===== config.mk =====
export PLATFORM = sky130hd
export DESIGN_NAME = led_channel_timer_interlock
export DESIGN_NICKNAME = d
export VERILOG_FILES = /design/src/lcti_pkg.sv /design/src/lcti_alu.sv /design/src/led_channel_timer_interlock.sv
export SDC_FILE = /design/constraint.sdc
export NUM_CORES = 1
export LEC_CHECK = 0
export BUFFER_PORTS_ARGS = -buffer_cell sky130_fd_sc_hd__buf_2
export CORE_UTILIZATION = 48
export DETAILED_ROUTE_END_ITERATION = 10
export PLACE_DENSITY_LB_ADDON = 0.08
export SLEW_MARGIN = 5
export SYNTH_ARGS = -nofsm -noshare
export SYNTH_HDL_FRONTEND = slang
export SYNTH_SLANG_ARGS = --single-unit

===== constraint.sdc =====
create_clock -name clk_i -period 6 [get_ports clk_i]
set_input_delay 0.6 -clock clk_i [delete_from_list [all_inputs] [get_ports clk_i]]
set_output_delay 0.6 -clock clk_i [all_outputs]
set_load 0.02 [all_outputs]

===== src/lcti_pkg.sv =====
// shared types, codes and constants of the led channel timer interlock
package lcti_pkg;

  localparam int unsigned CHANNELS_DEF = 8;
  localparam int unsigned CHAN_MAX     = 8;

  localparam int unsigned CH_W    = 4;
  localparam int unsigned LEVEL_W = 13;
  localparam int unsigned DUR_W   = 31;
  localparam int unsigned DELAY_W = 8;
  localparam int unsigned TIME_W  = 32;
  localparam int unsigned CFG_W   = 31;
  localparam int unsigned CFG_IDX_W = 2;
  localparam int unsigned IN_DATA_W  = 56;
  localparam int unsigned IN_USER_W  = 3;
  localparam int unsigned OUT_DATA_W = 16;

  localparam logic [LEVEL_W-1:0] LEVEL_FULL = 13'd4096;

  localparam logic [LEVEL_W-1:0] UNTIMED_LIMIT_RST = 13'd1228;
  localparam logic [DELAY_W-1:0] TURN_ON_DELAY_RST = 8'd5;
  localparam logic [DUR_W-1:0]   LONG_RUN_RST      = 31'd10000000;
  localparam logic [DUR_W-1:0]   MAX_DUR_RST       = 31'd1800000000;

  typedef enum logic [CFG_IDX_W-1:0] {
    REG_UNTIMED_LIMIT = 2'd0,
    REG_TURN_ON_DELAY = 2'd1,
    REG_LONG_RUN      = 2'd2,
    REG_MAX_DURATION  = 2'd3
  } reg_idx_e;

  typedef enum logic [2:0] {
    OP_SET_LEVEL    = 3'd0,
    OP_SWITCH       = 3'd1,
    OP_SWITCH_TIMED = 3'd2,
    OP_ALL_OFF      = 3'd3,
    OP_RESET        = 3'd4,
    OP_TICK         = 3'd5
  } op_e;

  typedef enum logic [2:0] {
    FAULT_NONE     = 3'd0,
    FAULT_CHANNEL  = 3'd1,
    FAULT_LEVEL    = 3'd2,
    FAULT_UNTIMED  = 3'd3,
    FAULT_DURATION = 3'd4,
    FAULT_BUSY     = 3'd5,
    FAULT_LONG_RUN = 3'd6
  } fault_e;

  typedef enum logic [3:0] {
    ST_IDLE,
    ST_DECODE,
    ST_CHK_LVL,
    ST_DUR_MAX,
    ST_DUR_LONG,
    ST_LVL_LIM,
    ST_SUM,
    ST_END,
    ST_TICK_INC,
    ST_TICK_SCAN,
    ST_DONE
  } state_e;

  // request to the shared adder / comparator
  typedef struct packed {
    logic              sub;
    logic [TIME_W-1:0] a;
    logic [TIME_W-1:0] b;
  } alu_req_t;

  // carry is set on a subtract when a >= b
  typedef struct packed {
    logic              carry;
    logic [TIME_W-1:0] sum;
  } alu_rsp_t;

endpackage


===== src/lcti_alu.sv =====
// shared 32-bit adder and comparator used by the compare, sum and tick steps
module lcti_alu (
  input  lcti_pkg::alu_req_t req_i,
  output lcti_pkg::alu_rsp_t rsp_o
);
  import lcti_pkg::*;

  logic [TIME_W:0]   full;
  logic [TIME_W-1:0] b_op;

  assign b_op  = req_i.sub ? ~req_i.b : req_i.b;
  assign full  = {1'b0, req_i.a} + {1'b0, b_op} + {{TIME_W{1'b0}}, req_i.sub};
  assign rsp_o = '{carry: full[TIME_W], sum: full[TIME_W-1:0]};

endmodule


===== src/led_channel_timer_interlock.sv =====
// led channel timer interlock: top level with command sequencer and state
//
// channel   | direction | handshake                 | contents
// s_axis    | in        | tvalid/tready             | tuser op, tdata command fields
// m_axis    | out       | tvalid/tready             | tdata enables, fault, flags
// cfg       | in        | cfg_we_i, no back-pressure | register index and value
//
// all off, reset, set level, switch off, forced switch on and decode faults go straight
// to the result; an unforced switch on adds a level check, a timed switch its limit
// compares, a sum and the end time, a tick a time increment: the single shared adder
// serves one compare or sum per cycle, and a tick walks the end times one channel a
// cycle. s_axis_tready is high only while idle. the result register lets the next command
// in while a result waits. reset clears all but the payload at once; no clearing pass.
module led_channel_timer_interlock #(
  parameter int unsigned CHANNELS = lcti_pkg::CHANNELS_DEF
) (
  input  logic                             clk_i,
  input  logic                             rst_ni,
  input  logic                             s_axis_tvalid,
  output logic                             s_axis_tready,
  // channel, level, turn_on, force_req, duration_us, zero pad
  input  logic [lcti_pkg::IN_DATA_W-1:0]   s_axis_tdata,
  // op
  input  logic [lcti_pkg::IN_USER_W-1:0]   s_axis_tuser,
  output logic                             m_axis_tvalid,
  input  logic                             m_axis_tready,
  // enables, fault, zero_level_warning, timers_busy, zero pad
  output logic [lcti_pkg::OUT_DATA_W-1:0]  m_axis_tdata,
  input  logic                             cfg_we_i,
  input  logic [lcti_pkg::CFG_IDX_W-1:0]   cfg_idx_i,
  input  logic [lcti_pkg::CFG_W-1:0]       cfg_data_i
);
  import lcti_pkg::*;

  localparam int unsigned IDX_W = (CHANNELS > 1) ? $clog2(CHANNELS) : 1;
  localparam logic [IDX_W-1:0] LAST_IDX = IDX_W'(CHANNELS - 1);
  localparam logic [CH_W-1:0]  CH_TOP   = CH_W'(CHANNELS);

  state_e state_q, state_d;

  logic [LEVEL_W-1:0] limit_q;
  logic [DELAY_W-1:0] delay_q;
  logic [DUR_W-1:0]   long_q;
  logic [DUR_W-1:0]   maxdur_q;

  logic [2:0]         op_q, op_d;
  logic [CH_W-1:0]    ch_q, ch_d;
  logic [LEVEL_W-1:0] lvl_in_q, lvl_in_d;
  logic               on_q, on_d;
  logic               force_q, force_d;
  logic [DUR_W-1:0]   dur_q, dur_d;

  logic [CHAN_MAX-1:0] en_q, en_d;
  logic [CHAN_MAX-1:0] act_q, act_d;
  logic [TIME_W-1:0]   end_q [CHANNELS];
  logic [LEVEL_W-1:0]  lvl_q [CHANNELS];
  logic [TIME_W-1:0]   now_q, now_d;

  logic               end_we;
  logic               lvl_we;
  logic               lvl_clr;

  fault_e             fault_q, fault_d;
  logic               warn_q, warn_d;
  logic               longrun_q, longrun_d;
  logic [TIME_W-1:0]  sum_q, sum_d;
  logic [IDX_W-1:0]   scan_q, scan_d;

  logic                  out_valid_q, out_valid_d;
  logic [OUT_DATA_W-1:0] out_data_q, out_data_d;

  logic [IDX_W-1:0]   idx;
  logic [CH_W-1:0]    ch_m1;
  logic [LEVEL_W-1:0] lvl_sel;
  logic               ch_ok;
  alu_req_t           alu_req;
  alu_rsp_t           alu_rsp;

  lcti_alu u_alu (
    .req_i (alu_req),
    .rsp_o (alu_rsp)
  );

  assign ch_m1   = ch_q - CH_W'(1);
  assign idx     = ch_m1[IDX_W-1:0];
  assign lvl_sel = lvl_q[idx];
  assign ch_ok   = (ch_q != '0) && (ch_q <= CH_TOP);

  assign s_axis_tready = (state_q == ST_IDLE);
  assign m_axis_tvalid = out_valid_q;
  assign m_axis_tdata  = out_data_q;

  // configuration registers
  always_ff @(posedge clk_i or negedge rst_ni) begin
    if (!rst_ni) begin
      limit_q  <= UNTIMED_LIMIT_RST;
      delay_q  <= TURN_ON_DELAY_RST;
      long_q   <= LONG_RUN_RST;
      maxdur_q <= MAX_DUR_RST;
    end else if (cfg_we_i) begin
      case (reg_idx_e'(cfg_idx_i))
        REG_UNTIMED_LIMIT: limit_q  <= cfg_data_i[LEVEL_W-1:0];
        REG_TURN_ON_DELAY: delay_q  <= cfg_data_i[DELAY_W-1:0];
        REG_LONG_RUN:      long_q   <= cfg_data_i[DUR_W-1:0];
        REG_MAX_DURATION:  maxdur_q <= cfg_data_i[DUR_W-1:0];
        default: ;
      endcase
    end
  end

  always_ff @(posedge clk_i or negedge rst_ni) begin
    if (!rst_ni) begin
      state_q     <= ST_IDLE;
      en_q        <= '0;
      act_q       <= '0;
      now_q       <= '0;
      out_valid_q <= 1'b0;
    end else begin
      state_q     <= state_d;
      en_q        <= en_d;
      act_q       <= act_d;
      now_q       <= now_d;
      out_valid_q <= out_valid_d;
    end
  end

  // per-channel level and end time, cleared by reset
  always_ff @(posedge clk_i or negedge rst_ni) begin
    if (!rst_ni) begin
      for (int i = 0; i < CHANNELS; i++) begin
        end_q[i] <= '0;
        lvl_q[i] <= '0;
      end
    end else begin
      if (end_we) begin
        end_q[idx] <= alu_rsp.sum;
      end
      if (lvl_clr) begin
        for (int i = 0; i < CHANNELS; i++) begin
          lvl_q[i] <= '0;
        end
      end else if (lvl_we) begin
        lvl_q[idx] <= lvl_in_q;
      end
    end
  end

  // payload registers
  always_ff @(posedge clk_i) begin
    op_q       <= op_d;
    ch_q       <= ch_d;
    lvl_in_q   <= lvl_in_d;
    on_q       <= on_d;
    force_q    <= force_d;
    dur_q      <= dur_d;
    fault_q    <= fault_d;
    warn_q     <= warn_d;
    longrun_q  <= longrun_d;
    sum_q      <= sum_d;
    scan_q     <= scan_d;
    out_data_q <= out_data_d;
  end

  always_comb begin
    state_d     = state_q;
    op_d        = op_q;
    ch_d        = ch_q;
    lvl_in_d    = lvl_in_q;
    on_d        = on_q;
    force_d     = force_q;
    dur_d       = dur_q;
    en_d        = en_q;
    act_d       = act_q;
    now_d       = now_q;
    fault_d     = fault_q;
    warn_d      = warn_q;
    longrun_d   = longrun_q;
    sum_d       = sum_q;
    scan_d      = scan_q;
    out_valid_d = out_valid_q && !m_axis_tready;
    out_data_d  = out_data_q;
    end_we      = 1'b0;
    lvl_we      = 1'b0;
    lvl_clr     = 1'b0;
    alu_req     = '{sub: 1'b1, a: '0, b: '0};

    case (state_q)
      ST_IDLE: begin
        if (s_axis_tvalid) begin
          op_d     = s_axis_tuser;
          ch_d     = s_axis_tdata[3:0];
          lvl_in_d = s_axis_tdata[16:4];
          on_d     = s_axis_tdata[17];
          force_d  = s_axis_tdata[18];
          dur_d    = s_axis_tdata[49:19];
          fault_d  = FAULT_NONE;
          warn_d   = 1'b0;
          state_d  = ST_DECODE;
        end
      end
      ST_DECODE: begin
        state_d = ST_DONE;
        case (op_e'(op_q))
          OP_ALL_OFF: begin
            en_d  = '0;
            act_d = '0;
          end
          OP_RESET: begin
            en_d    = '0;
            act_d   = '0;
            lvl_clr = 1'b1;
          end
          OP_TICK: state_d = ST_TICK_INC;
          OP_SET_LEVEL: begin
            if (!ch_ok) begin
              fault_d = FAULT_CHANNEL;
            end else if (lvl_in_q > LEVEL_FULL) begin
              fault_d = FAULT_LEVEL;
            end else begin
              lvl_we = 1'b1;
            end
          end
          OP_SWITCH: begin
            if (!ch_ok) begin
              fault_d = FAULT_CHANNEL;
            end else if (on_q && !force_q) begin
              state_d = ST_CHK_LVL;
            end else if (on_q) begin
              en_d[idx] = 1'b1;
            end else begin
              en_d[idx]  = 1'b0;
              act_d[idx] = 1'b0;
            end
          end
          OP_SWITCH_TIMED: begin
            if (!ch_ok) begin
              fault_d = FAULT_CHANNEL;
            end else if (dur_q == '0) begin
              fault_d = FAULT_DURATION;
            end else begin
              state_d = ST_DUR_MAX;
            end
          end
          default: ;
        endcase
      end
      ST_CHK_LVL: begin
        alu_req = '{sub: 1'b1, a: TIME_W'(limit_q), b: TIME_W'(lvl_sel)};
        if (!alu_rsp.carry) begin
          fault_d = FAULT_UNTIMED;
        end else begin
          en_d[idx] = 1'b1;
        end
        state_d = ST_DONE;
      end
      ST_DUR_MAX: begin
        alu_req = '{sub: 1'b1, a: TIME_W'(maxdur_q), b: TIME_W'(dur_q)};
        if (!alu_rsp.carry) begin
          fault_d = FAULT_DURATION;
          state_d = ST_DONE;
        end else if (act_q[idx]) begin
          fault_d = FAULT_BUSY;
          state_d = ST_DONE;
        end else begin
          state_d = ST_DUR_LONG;
        end
      end
      ST_DUR_LONG: begin
        alu_req   = '{sub: 1'b1, a: TIME_W'(long_q), b: TIME_W'(dur_q)};
        longrun_d = !alu_rsp.carry;
        state_d   = ST_LVL_LIM;
      end
      ST_LVL_LIM: begin
        alu_req = '{sub: 1'b1, a: TIME_W'(limit_q), b: TIME_W'(lvl_sel)};
        if (!alu_rsp.carry && longrun_q) begin
          fault_d = FAULT_LONG_RUN;
          state_d = ST_DONE;
        end else begin
          warn_d  = (lvl_sel == '0);
          state_d = ST_SUM;
        end
      end
      ST_SUM: begin
        alu_req = '{sub: 1'b0, a: TIME_W'(dur_q), b: TIME_W'(delay_q)};
        sum_d   = alu_rsp.sum;
        state_d = ST_END;
      end
      ST_END: begin
        alu_req    = '{sub: 1'b0, a: now_q, b: sum_q};
        end_we     = 1'b1;
        en_d[idx]  = 1'b1;
        act_d[idx] = 1'b1;
        state_d    = ST_DONE;
      end
      ST_TICK_INC: begin
        alu_req = '{sub: 1'b0, a: now_q, b: TIME_W'(1)};
        now_d   = alu_rsp.sum;
        scan_d  = '0;
        state_d = ST_TICK_SCAN;
      end
      ST_TICK_SCAN: begin
        // timer expires once now - end is non-negative as a signed difference
        alu_req = '{sub: 1'b1, a: now_q, b: end_q[scan_q]};
        if (act_q[scan_q] && !alu_rsp.sum[TIME_W-1]) begin
          en_d[scan_q]  = 1'b0;
          act_d[scan_q] = 1'b0;
        end
        if (scan_q == LAST_IDX) begin
          state_d = ST_DONE;
        end else begin
          scan_d = scan_q + IDX_W'(1);
        end
      end
      ST_DONE: begin
        if (!out_valid_q || m_axis_tready) begin
          out_valid_d = 1'b1;
          out_data_d  = {3'b000, (act_q != '0), warn_q, fault_q, en_q};
          state_d     = ST_IDLE;
        end
      end
      default: state_d = ST_IDLE;
    endcase
  end

endmodule


==> results_dict.tcl, run 1 <==
set metrics [dict create \
    status "complete, but fails checks" \
    violations "hold timing" \
    arrival_ps 6130 \
    grt_pass1_wl_microns 130000 \
    synth_cells 2721 \
    p_per_area_nw_per_um2 563 \
    syn_avg_cell_area_sq_um 10.3 \
    slowest_stage "edfxtp_1" \
    postCtsHoldBufs 0 \
    dr.first_iter.drc_count 1700 \
    clockBufferDepth 3 \
    drive_gt1_frac 0.184 \
    netlist_area_sq_um 28000 \
    finalWirelength_microns 84100 \
    crit_top_cell "buf_4" \
    end_kind "register" \
    yosys_warnings 0 \
    power.leakage_nw 13.8 \
    clock-sinks 602 \
    start_util 0.486 \
    overflow 0 \
    finalClockSkew_ps 26.2 \
    vias 21700 \
    drv_cap 0 \
    clock-root-buffer "clkbuf_16" \
    antenna_cells 0 \
    start_kind "register" \
    cp_slowest_stage_delay_ps 610 \
    io_pins 115 \
    max_freq_mhz 176 \
    dieArea_sq_um 59400 \
    cts_tree "yes" \
    path_class "register to register" \
    die_h_microns 244 \
    max_slew_margin 0.253 \
    ys_ff_latch 602 \
    grt_pass1_vias 21800 \
    cts_buffers 68 \
    startpoint "scan_q[2]" \
    grt_max_degree 196 \
    first_pass_iters 7 \
    clkTransAtPathRegs_ps 60 \
    multiInputGateArea_sq_um 11600 \
    timing.rr.start "scan_q[2]" \
    rsz0062_at_grt "no" \
    yosysUniqueCellTypes 79 \
    dp_hpwl_microns 54900 \
    vdd_drop_max_mv 0.474 \
    place_inst 3490 \
    post-place-ws_ps 225 \
    grt_usage 0.286 \
    gp_congestion 0.954 \
    port_buffers 105 \
    fin_ws_ps 320 \
    syn2layout_area_growth_pct 13.8 \
    tightestPinTransition_ps 1110 \
    final_hold_viol_count 2 \
    ys_async_sr_fraction 0.824 \
    synth_edf_count 106 \
    finalSetupViolCount 0 \
    synth_top_flop_cell "dfrtp_1" \
    worstSkewPairLatency_ps 610 \
    cp.required_ps 6450 \
    vias_per_cell 6.01 \
    crit_fanout 16 \
    wl_per_cell_microns 23.3 \
    post-route-min-period_ps 5680 \
    h-tree-depth 3 \
    antenna_left 0 \
    fill_cells 5051 \
    antenna_found_initial 0 \
    drc 0 \
    critical_path.cell_chain "and3_1, buf_4, a22o_1, a221oi_1, nand3_1, a221oi_1, a22o_1, ha_1, and3_1, buf_4, nor4b_1, buf_4, nand2_1, o211ai_1, a221oi_1, o21ai_0, buf_4, mux2i_1, a21o_1, a21oi_1" \
    ys_seq_area_frac 0.558 \
    layout.nets 2927 \
    hold_path.class "primary input to async pin" \
    core_sq_um 57700 \
    fin_setup_tns_ps 0 \
    die_x_microns 244 \
    seq_area_sq_um 15600 \
    whs_ps -6.24 \
    fin_cells 3613 \
    period_share 0.947 \
    timing.final.max_slew_violations 0 \
    row_count 88 \
]
layout by cell type, fill, tap and decap left out, types with 25 or more instances in the layout:
cell type / Yosys / layout
buf_2: 9 / 104
dfrtp_1: 469 / 469
a221oi_1: 38 / 38
inv_1: 48 / 48
nand4_1: 41 / 41
mux2i_1: 25 / 25
o21ai_0: 278 / 276
mux2_2: 138 / 138
ha_1: 34 / 34
a21oi_1: 202 / 202
buf_4: 5 / 91
edfxtp_1: 106 / 106
a22oi_1: 124 / 124
dfstp_2: 27 / 27
a21o_1: 34 / 34
nand2_1: 609 / 601
nor2_1: 44 / 40
clkbuf_16: 0 / 70
worst max-delay path, delay by kind of cell (launching register included):
kind,cells,cell delay (ps)
mux,1,150
compound gates,9,2570
fa+ha+maj,1,250
simple gates,5,1100
buf+inv,4,820
flops,1,610
metrics by stage:
| step | utilization | cell area, sq um | hold WS (ps) | power (mW) |
|---|---|---|---|---|
| final | 0.553 | 31900 | -6.24 | 18.0 |
| after global routing | 0.553 | 31900 | 25.7 | 19.0 |
| after CTS | 0.553 | 31900 | 8.18 | 18.0 |
| after detailed placement | 0.515 | 29700 | 430 | 13.8 |
| after global placement | 0.515 | 29700 | 420 | 13.7 |
| after floorplan | - | 28000 | 304 | 10.3 |
flip-flops by register name, summed over array words and instances, names as in the netlist, 8 cells and up:
signal and count:
lvl_q 104, en_q 8, limit_q 13, act_q 8, lvl_in_q 13, m_axis_tdata 13, maxdur_q 31, delay_q 8
long_q 31, now_q 32, sum_q 32, dur_q 31, end_q 256
area by class of cell:
type / instances / area share
multi-input combinational: 1870 / 0.362
sequential: 602 / 0.490
timing repair buffer: 205 / 0.0438
inverter: 48 / 0.00565
clock buffer: 100 / 0.0606
tap: 765 / 0.0300
clock inverter: 23 / 0.00765
cell usage after synthesis (19+ instances only):
library cell | number | share of area
a21o_1 | 34 | 0.0091
a21oi_1 | 202 | 0.036
a221oi_1 | 38 | 0.012
a222oi_1 | 19 | 0.0068
a22oi_1 | 124 | 0.033
buf_1 | 23 | 0.0031
clkbuf_1 | 165 | 0.022
dfrtp_1 | 469 | 0.42
dfstp_2 | 27 | 0.025
edfxtp_1 | 106 | 0.11
ha_1 | 34 | 0.015
inv_1 | 48 | 0.0064
mux2_2 | 138 | 0.055
mux2i_1 | 25 | 0.0089
nand2_1 | 609 | 0.082
nand4_1 | 41 | 0.0091
nor2_1 | 44 | 0.0059
o21ai_0 | 278 | 0.050
final timing paths:
| check | depth (start not counted) | to | slack, ps |
|---|---|---|---|
| hold / removal | 1 | end_q[56] | -6 |
| max in group asynchronous | 2 | lvl_q[66] | 4540 |
| hold reg to reg | 0 | m_axis_tdata[10] | 440 |
| min in group clk_i | 1 | lvl_in_q[2] | 160 |
| setup / recovery | 20 | en_q[3] | 320 |
| setup reg to reg | 20 | en_q[3] | 320 |
power by group:
part / total [mW] / switching [mW] / leakage (nW) / internal [mW]
Combinational: 8.60 / 5.81 / 5.07 / 2.79
Clock: 4.11 / 1.69 / 1.06 / 2.42
Sequential: 5.27 / 0.361 / 7.62 / 4.91
per-layer routing:
layer  vias up  share of wire  track usage
li1       9948              -            -
met1     10900           0.43        0.379
met2       657           0.48        0.471
met3       183          0.050       0.0417
met4         0          0.041        0.118
met5         -              0            0
kinds of logic after synthesis:
family / synth area share
adder cells (fa/ha/maj): 0.0159
AO/OA/AOI/OAI: 0.180
AND/OR/NAND/NOR: 0.125
buffers and inverters: 0.0347
multiplexers: 0.0760
other: 0.000134
XOR/XNOR: 0.0109
flip-flops: 0.558
what timing repair did:
item | CTS | global route
endpoints found under the setup margin | 0 | 55
gates resized for setup | 0 | 6
setup buffers | 0 | 0
No activity file was read; power rests on OpenSTA's default activity.
==> run 2: changes to the inputs <==
--- a/config.mk
+++ b/config.mk
@@ -5,7 +5,9 @@
 export SDC_FILE = /design/constraint.sdc
 export NUM_CORES = 1
 export LEC_CHECK = 0
+export ABC_AREA = 1
 export BUFFER_PORTS_ARGS = -buffer_cell sky130_fd_sc_hd__buf_2
+export CAP_MARGIN = 5
 export CORE_UTILIZATION = 48
 export DETAILED_ROUTE_END_ITERATION = 10
 export PLACE_DENSITY_LB_ADDON = 0.08
==> results_dict.tcl, run 2 <==
set metrics [dict create \
    status "finished clean" \
    finalSetupViolCount 0 \
    timing.final.max_slew_violations 0 \
    port_buffers 105 \
    synth_edf_count 106 \
    place_inst 3957 \
    fin_cells 4081 \
    wl_per_cell_microns 21.7 \
    clock-sinks 602 \
    ys_ff_latch 602 \
    synthTopCellsByArea "dfrtp_1, nand2_1, edfxtp_1, o21ai_0, inv_1" \
    synth_cells 3154 \
    clkTransAtPathRegs_ps 60 \
    cts_buffers 67 \
    vdd_drop_max_mv 0.483 \
    netlist_area_sq_um 28000 \
    period_share 0.937 \
    p_per_area_nw_per_um2 603 \
    startpoint "scan_q[0]" \
    p_total_mw 19.2 \
    grt_max_degree 176 \
    overflow 0 \
    drive_gt1_frac 0.120 \
    max_slew_margin 0.149 \
    yosys_warnings 0 \
    hold_path.class "primary input to register" \
    layout_commonest_cell "nand2_1" \
    core_sq_um 57700 \
    start_kind "register" \
    crit_fanout 12 \
    swShare 0.478 \
    start_util 0.485 \
    finalClockSkew_ps 29.8 \
    largest_reg_flops 256 \
    antenna_left 0 \
    tightestPinTransition_ps 1270 \
    crit_top_cell "nand2_1" \
    finalWirelength_microns 88500 \
    finalInstanceArea_sq_um 31900 \
    end_kind "register" \
    synth_top_flop_cell "dfrtp_1" \
    post-route-min-period_ps 5620 \
    p_comb_frac 0.499 \
    antenna_cells 0 \
    slowest_stage "edfxtp_1" \
    grt_pass1_wl_microns 137000 \
    r2r_slack_ps 380 \
    final_cell_mix "nand2_1, dfrtp_1, o21ai_0, inv_1, nand3_1" \
    dr.first_iter.drc_count 2482 \
    final_util 0.552 \
    post-place-ws_ps 553 \
    die_h_microns 244 \
    vias_per_cell 5.80 \
    syn_avg_cell_area_sq_um 8.88 \
    fin_setup_tns_ps 0 \
    timing.rr.start "scan_q[0]" \
    worstSkewPairLatency_ps 620 \
    yosys.area.top_type "dfrtp_1" \
    reg_top3 "end_q: 256 flops, lvl_q: 104 flops" \
    io_pins 115 \
    fill_cells 5268 \
    syn2layout_area_growth_pct 13.8 \
    die_x_microns 244 \
    antenna_found_initial 3 \
    regMostFlops "end_q" \
    p_switching_mw 9.18 \
    clockBufferDepth 3 \
    synth_top_area_frac 0.419 \
    dp_hpwl_microns 60600 \
    cp_top_family "compound AO/OA/AOI/OAI gates" \
    synth.most_common_cell "nand2_1" \
    max_freq_mhz 178 \
    first_pass_iters 5 \
    yosysUniqueCellTypes 61 \
    gp_congestion 0.929 \
    arrival_ps 6140 \
    rsz0062_at_grt "no" \
    pwr-share-clk 0.215 \
    drv_cap 0 \
    ys_async_sr_fraction 0.824 \
    power.leakage_nw 14.7 \
    layout.nets 3394 \
    dieArea_sq_um 59300 \
    grt_usage 0.302 \
    drc 0 \
    pwr-share-seq 0.286 \
    path_buf_inv 7 \
    vias 23700 \
    yosys-top-cells-count "nand2_1, dfrtp_1, o21ai_0" \
    internal_power_mw 10.0 \
    placed_cell_area_sq_um 29600 \
    final_hold_viol_count 0 \
    cp_slowest_stage_delay_ps 640 \
    row_count 88 \
    cts_tree "yes" \
    fin_ws_ps 380 \
    holdCritStartpoint "s_axis_tdata[7]" \
    ys_seq_area_frac 0.558 \
    whs_ps 165 \
    grt_pass1_vias 22900 \
    cp.required_ps 6520 \
    h-tree-depth 3 \
    path_class "register to register" \
    clock-root-buffer "clkbuf_16" \
]
-- run 2: cell types whose count changed after synthesis, sizes merged, moves of 25 or more --
| cell | delta |
|---|---|
| a22oi | -90 |
| clkbuf | -28 |
| a21oi | -144 |
| a21o | -31 |
| o22ai | +82 |
| o21ai | +151 |
| nand2 | +340 |
| nand3 | +96 |
| inv | +231 |
| nor2 | +65 |
| mux2i | -25 |
| mux2 | -139 |
-- run 2: worst reg2reg max path, stage by stage (launching register included) --
cell      delay [ps]
edfxtp_1         640
clkinv_1         420
nor2_2           490
inv_1            270
o21ai_0          230
o41ai_1          200
a41o_1           320
fa_1             440
nand3_1           90
nand2_1           80
a21oi_1          220
o21ai_1          150
a21boi_0         310
inv_1            120
nand3_1           80
nand2_1           80
a21oi_1          200
buf_4            220
nor2_1            80
o21ai_0          210
buf_4            200
inv_2             30
buf_4            160
nand3_4          130
nand2_1           90
nand2_1           70
-- run 2: path summary, 6_finish.rpt --
path	endpoint	cells after the start
max	en_q[5]	25
min reg2reg	m_axis_tdata[8]	0
min	lvl_in_q[3]	1
max in group asynchronous	long_q[29]	3
min in group asynchronous	end_q[90]	2
max reg2reg	en_q[5]	25
-- run 2: repair_timing --
item                                   in CTS  in global routing
buffers inserted                            0                  0
endpoints found under the hold margin      70                  0
gates resized for setup                     0                  1
hold buffers                                1                  0
setup endpoints to repair                   0                  8
-- run 2: per-layer routing --
metal  routed length, microns  share of wire  global-route usage  vias to the layer above
met5                       20        0.00023                   0                        -
met4                     2000          0.023              0.0864                        4
met3                     7640          0.086              0.0628                      138
met2                    38000           0.43               0.444                      931
met1                    40800           0.46               0.451                    11600
li1                         -              -                   -                    11000
-- run 2: final cells by class --
class / instances / area [sq um] / area share
sequential: 602 / 15600 / 0.491
multi-input combinational: 2114 / 10800 / 0.338
clock buffer: 104 / 2030 / 0.0637
timing repair buffer: 192 / 1230 / 0.0386
inverter: 285 / 1070 / 0.0337
tap: 765 / 957 / 0.0300
clock inverter: 19 / 176 / 0.00554
-- run 2: cells by family (layout without fill, tap and decap cells) --
| group | after synthesis | count (layout) | share of synthesized area |
|---|---|---|---|
| AOI/OAI and AO/OA | 790 | 790 | 0.172 |
| xor gates and xnor gates | 9 | 9 | 0.00335 |
| adders and majority gates | 35 | 35 | 0.0159 |
| buffers and inverters | 440 | 600 | 0.0602 |
| DFF | 602 | 602 | 0.558 |
| other | 1 | 3 | 0.000134 |
| and+or+nand+nor | 1277 | 1277 | 0.190 |
-- run 2: power groups by stage --
stage,logic (mW),registers [mW],clock network (mW)
final,9.58,5.50,4.14
after floorplan,5.87,5.42,0
after global placement,9.23,5.53,0
after global routing,10.5,5.56,4.36
after detailed placement,9.37,5.55,0
after CTS,9.39,5.48,4.20
==> run 3: changes to the inputs <==
--- a/config.mk
+++ b/config.mk
@@ -10,7 +10,7 @@
 export CAP_MARGIN = 5
 export CORE_UTILIZATION = 48
 export DETAILED_ROUTE_END_ITERATION = 10
-export PLACE_DENSITY_LB_ADDON = 0.08
+export SETUP_SLACK_MARGIN = 0.02
 export SLEW_MARGIN = 5
 export SYNTH_ARGS = -nofsm -noshare
 export SYNTH_HDL_FRONTEND = slang
==> constraint.sdc (replaced) <==
create_clock -name clk_i -period 6.2 [get_ports clk_i]
set_input_delay 0.62 -clock clk_i [delete_from_list [all_inputs] [get_ports clk_i]]
set_output_delay 0.62 -clock clk_i [all_outputs]
set_load 0.02 [all_outputs]
==> results_dict.tcl, run 3 (synthesis results as in run 2) <==
set metrics [dict create \
    clockBufferDepth 3 \
    post-route-min-period_ps 5660 \
    syn2layout_area_growth_pct 13.5 \
    dp_hpwl_microns 60000 \
    p_per_area_nw_per_um2 583 \
    fin_setup_tns_ps 0 \
    grt-busiest-layer "met1" \
    timing.final.max_slew_violations 0 \
    arrival_ps 6020 \
    drv_cap 0 \
    vdd_drop_max_mv 0.495 \
    die_h_microns 244 \
    tightestPinTransition_ps 1270 \
    final_hold_viol_count 0 \
    antenna_cells 0 \
    max_slew_margin 0.148 \
    dr.first_iter.drc_count 2491 \
    layout.nets 3389 \
    h-tree-depth 3 \
    io_pins 115 \
    finalWirelength_microns 88500 \
    finalClockSkew_ps 16.4 \
    regMostFlops "end_q" \
    grt_pass1_vias 23400 \
    cts_buffers 67 \
    start_util 0.485 \
    finalSetupViolCount 0 \
    antenna_found_initial 0 \
    port_buffers 105 \
    status "finished clean" \
    row_count 88 \
    fin_ws_ps 545 \
    grt_pass1_wl_microns 138000 \
    overflow 0 \
    drc 0 \
    gp_congestion 0.945 \
    hold_path.class "primary input to register" \
    vias_per_cell 5.85 \
    path_class "register to register" \
    crit_fanout 10 \
    reg_top3 "end_q: 256 flops, lvl_q: 104 flops" \
    clock-root-buffer "clkbuf_16" \
    first_pass_iters 5 \
    dieArea_sq_um 59300 \
    start_kind "register" \
    final_util 0.551 \
    wl_per_cell_microns 21.7 \
    drive_gt1_frac 0.119 \
    placed_cell_area_sq_um 29600 \
    use_met3 0.0503 \
    largest_reg_flops 256 \
    grt_max_degree 191 \
    end_kind "register" \
    final_cell_mix "nand2_1, dfrtp_1, o21ai_0, inv_1, nand3_1" \
    grtUsageMet1 0.457 \
    grt_usage 0.302 \
    r2r_slack_ps 540 \
    vias 23800 \
    layout_commonest_cell "nand2_1" \
    clock-sinks 602 \
    post-place-ws_ps 501 \
    period_share 0.912 \
    cts_tree "yes" \
    antenna_left 0 \
    core_sq_um 57700 \
    grtUsageMet2 0.442 \
    power.leakage_nw 14.6 \
    worstSkewPairLatency_ps 610 \
    die_x_microns 244 \
    max_freq_mhz 177 \
    cp.required_ps 6560 \
    clkTransAtPathRegs_ps 60 \
    finalInstanceArea_sq_um 31800 \
    rsz0062_at_grt "no" \
]
[run 3: worst paths after layout]
path                              endpoint  cells past startpoint             start
setup / recovery                 sum_q[24]                     25           ch_q[0]
hold / removal                    dur_q[5]                      1  s_axis_tdata[24]
setup reg to reg                 sum_q[24]                     25           ch_q[0]
hold reg to reg            m_axis_tdata[8]                      0        fault_q[0]
max in group asynchronous       end_q[112]                      3            rst_ni
min in group asynchronous        lvl_q[72]                      2            rst_ni
[run 3: repair_timing]
item                                    CTS  global route
endpoints found under the setup margin    0             7
setup buffers                             0             2
hold buffers                              1             0
endpoints found under the hold margin    61             0
resized for setup                         0             2
[run 3: cell type report]
cell class                 instances  area, sq um
fill                            5262        25900
sequential                       602        15600
multi-input combinational       2114        10800
clock buffer                      96         1930
timing repair buffer             187         1200
inverter                         285         1070
tap                              765          957
clock inverter                    28          223
[run 3: routing by layer]
| metal | routed length (microns) | vias up | part of all wire |
|---|---|---|---|
| met5 | 0 | - | 0 |
| met4 | 2070 | 0 | 0.023 |
| met3 | 7370 | 143 | 0.083 |
| met2 | 38000 | 1026 | 0.43 |
| met1 | 41100 | 11700 | 0.46 |
| li1 | - | 10900 | - |
[run 3: power breakdown]
part           switching (mW)  total (mW)  internal (mW)  leakage, nW
registers               0.373        5.30           4.92         7.65
logic                    6.88        9.29           2.42         5.92
clock network            1.66        3.92           2.26         1.06
[run 3: critical path: stages, from the launching register on]
cell	delay [ps]
edfxtp_1	440
inv_2	130
ha_1	240
nand2_1	160
nand2_1	160
nand2_1	110
nor2_1	50
buf_4	160
inv_1	70
buf_4	190
o22ai_1	80
or4_1	680
a21oi_1	230
xor2_1	180
ha_1	300
a21oi_1	230
inv_1	80
nor2_1	100
a21boi_0	320
o21bai_1	180
a21oi_1	240
o21ai_0	240
a21oi_1	210
inv_1	70
or2_2	390
and2_1	170
[run 3: stage by stage]
stage          power [mW]  std cells  hold WS [ps]
6_report             18.5       4077           181
2_1_floorplan        10.9       3156           324
3_5_place_dp         14.4       3950           406
5_1_grt              19.6       4077           170
4_1_cts              18.4       4075           158
3_3_place_gp         14.2       3950           429
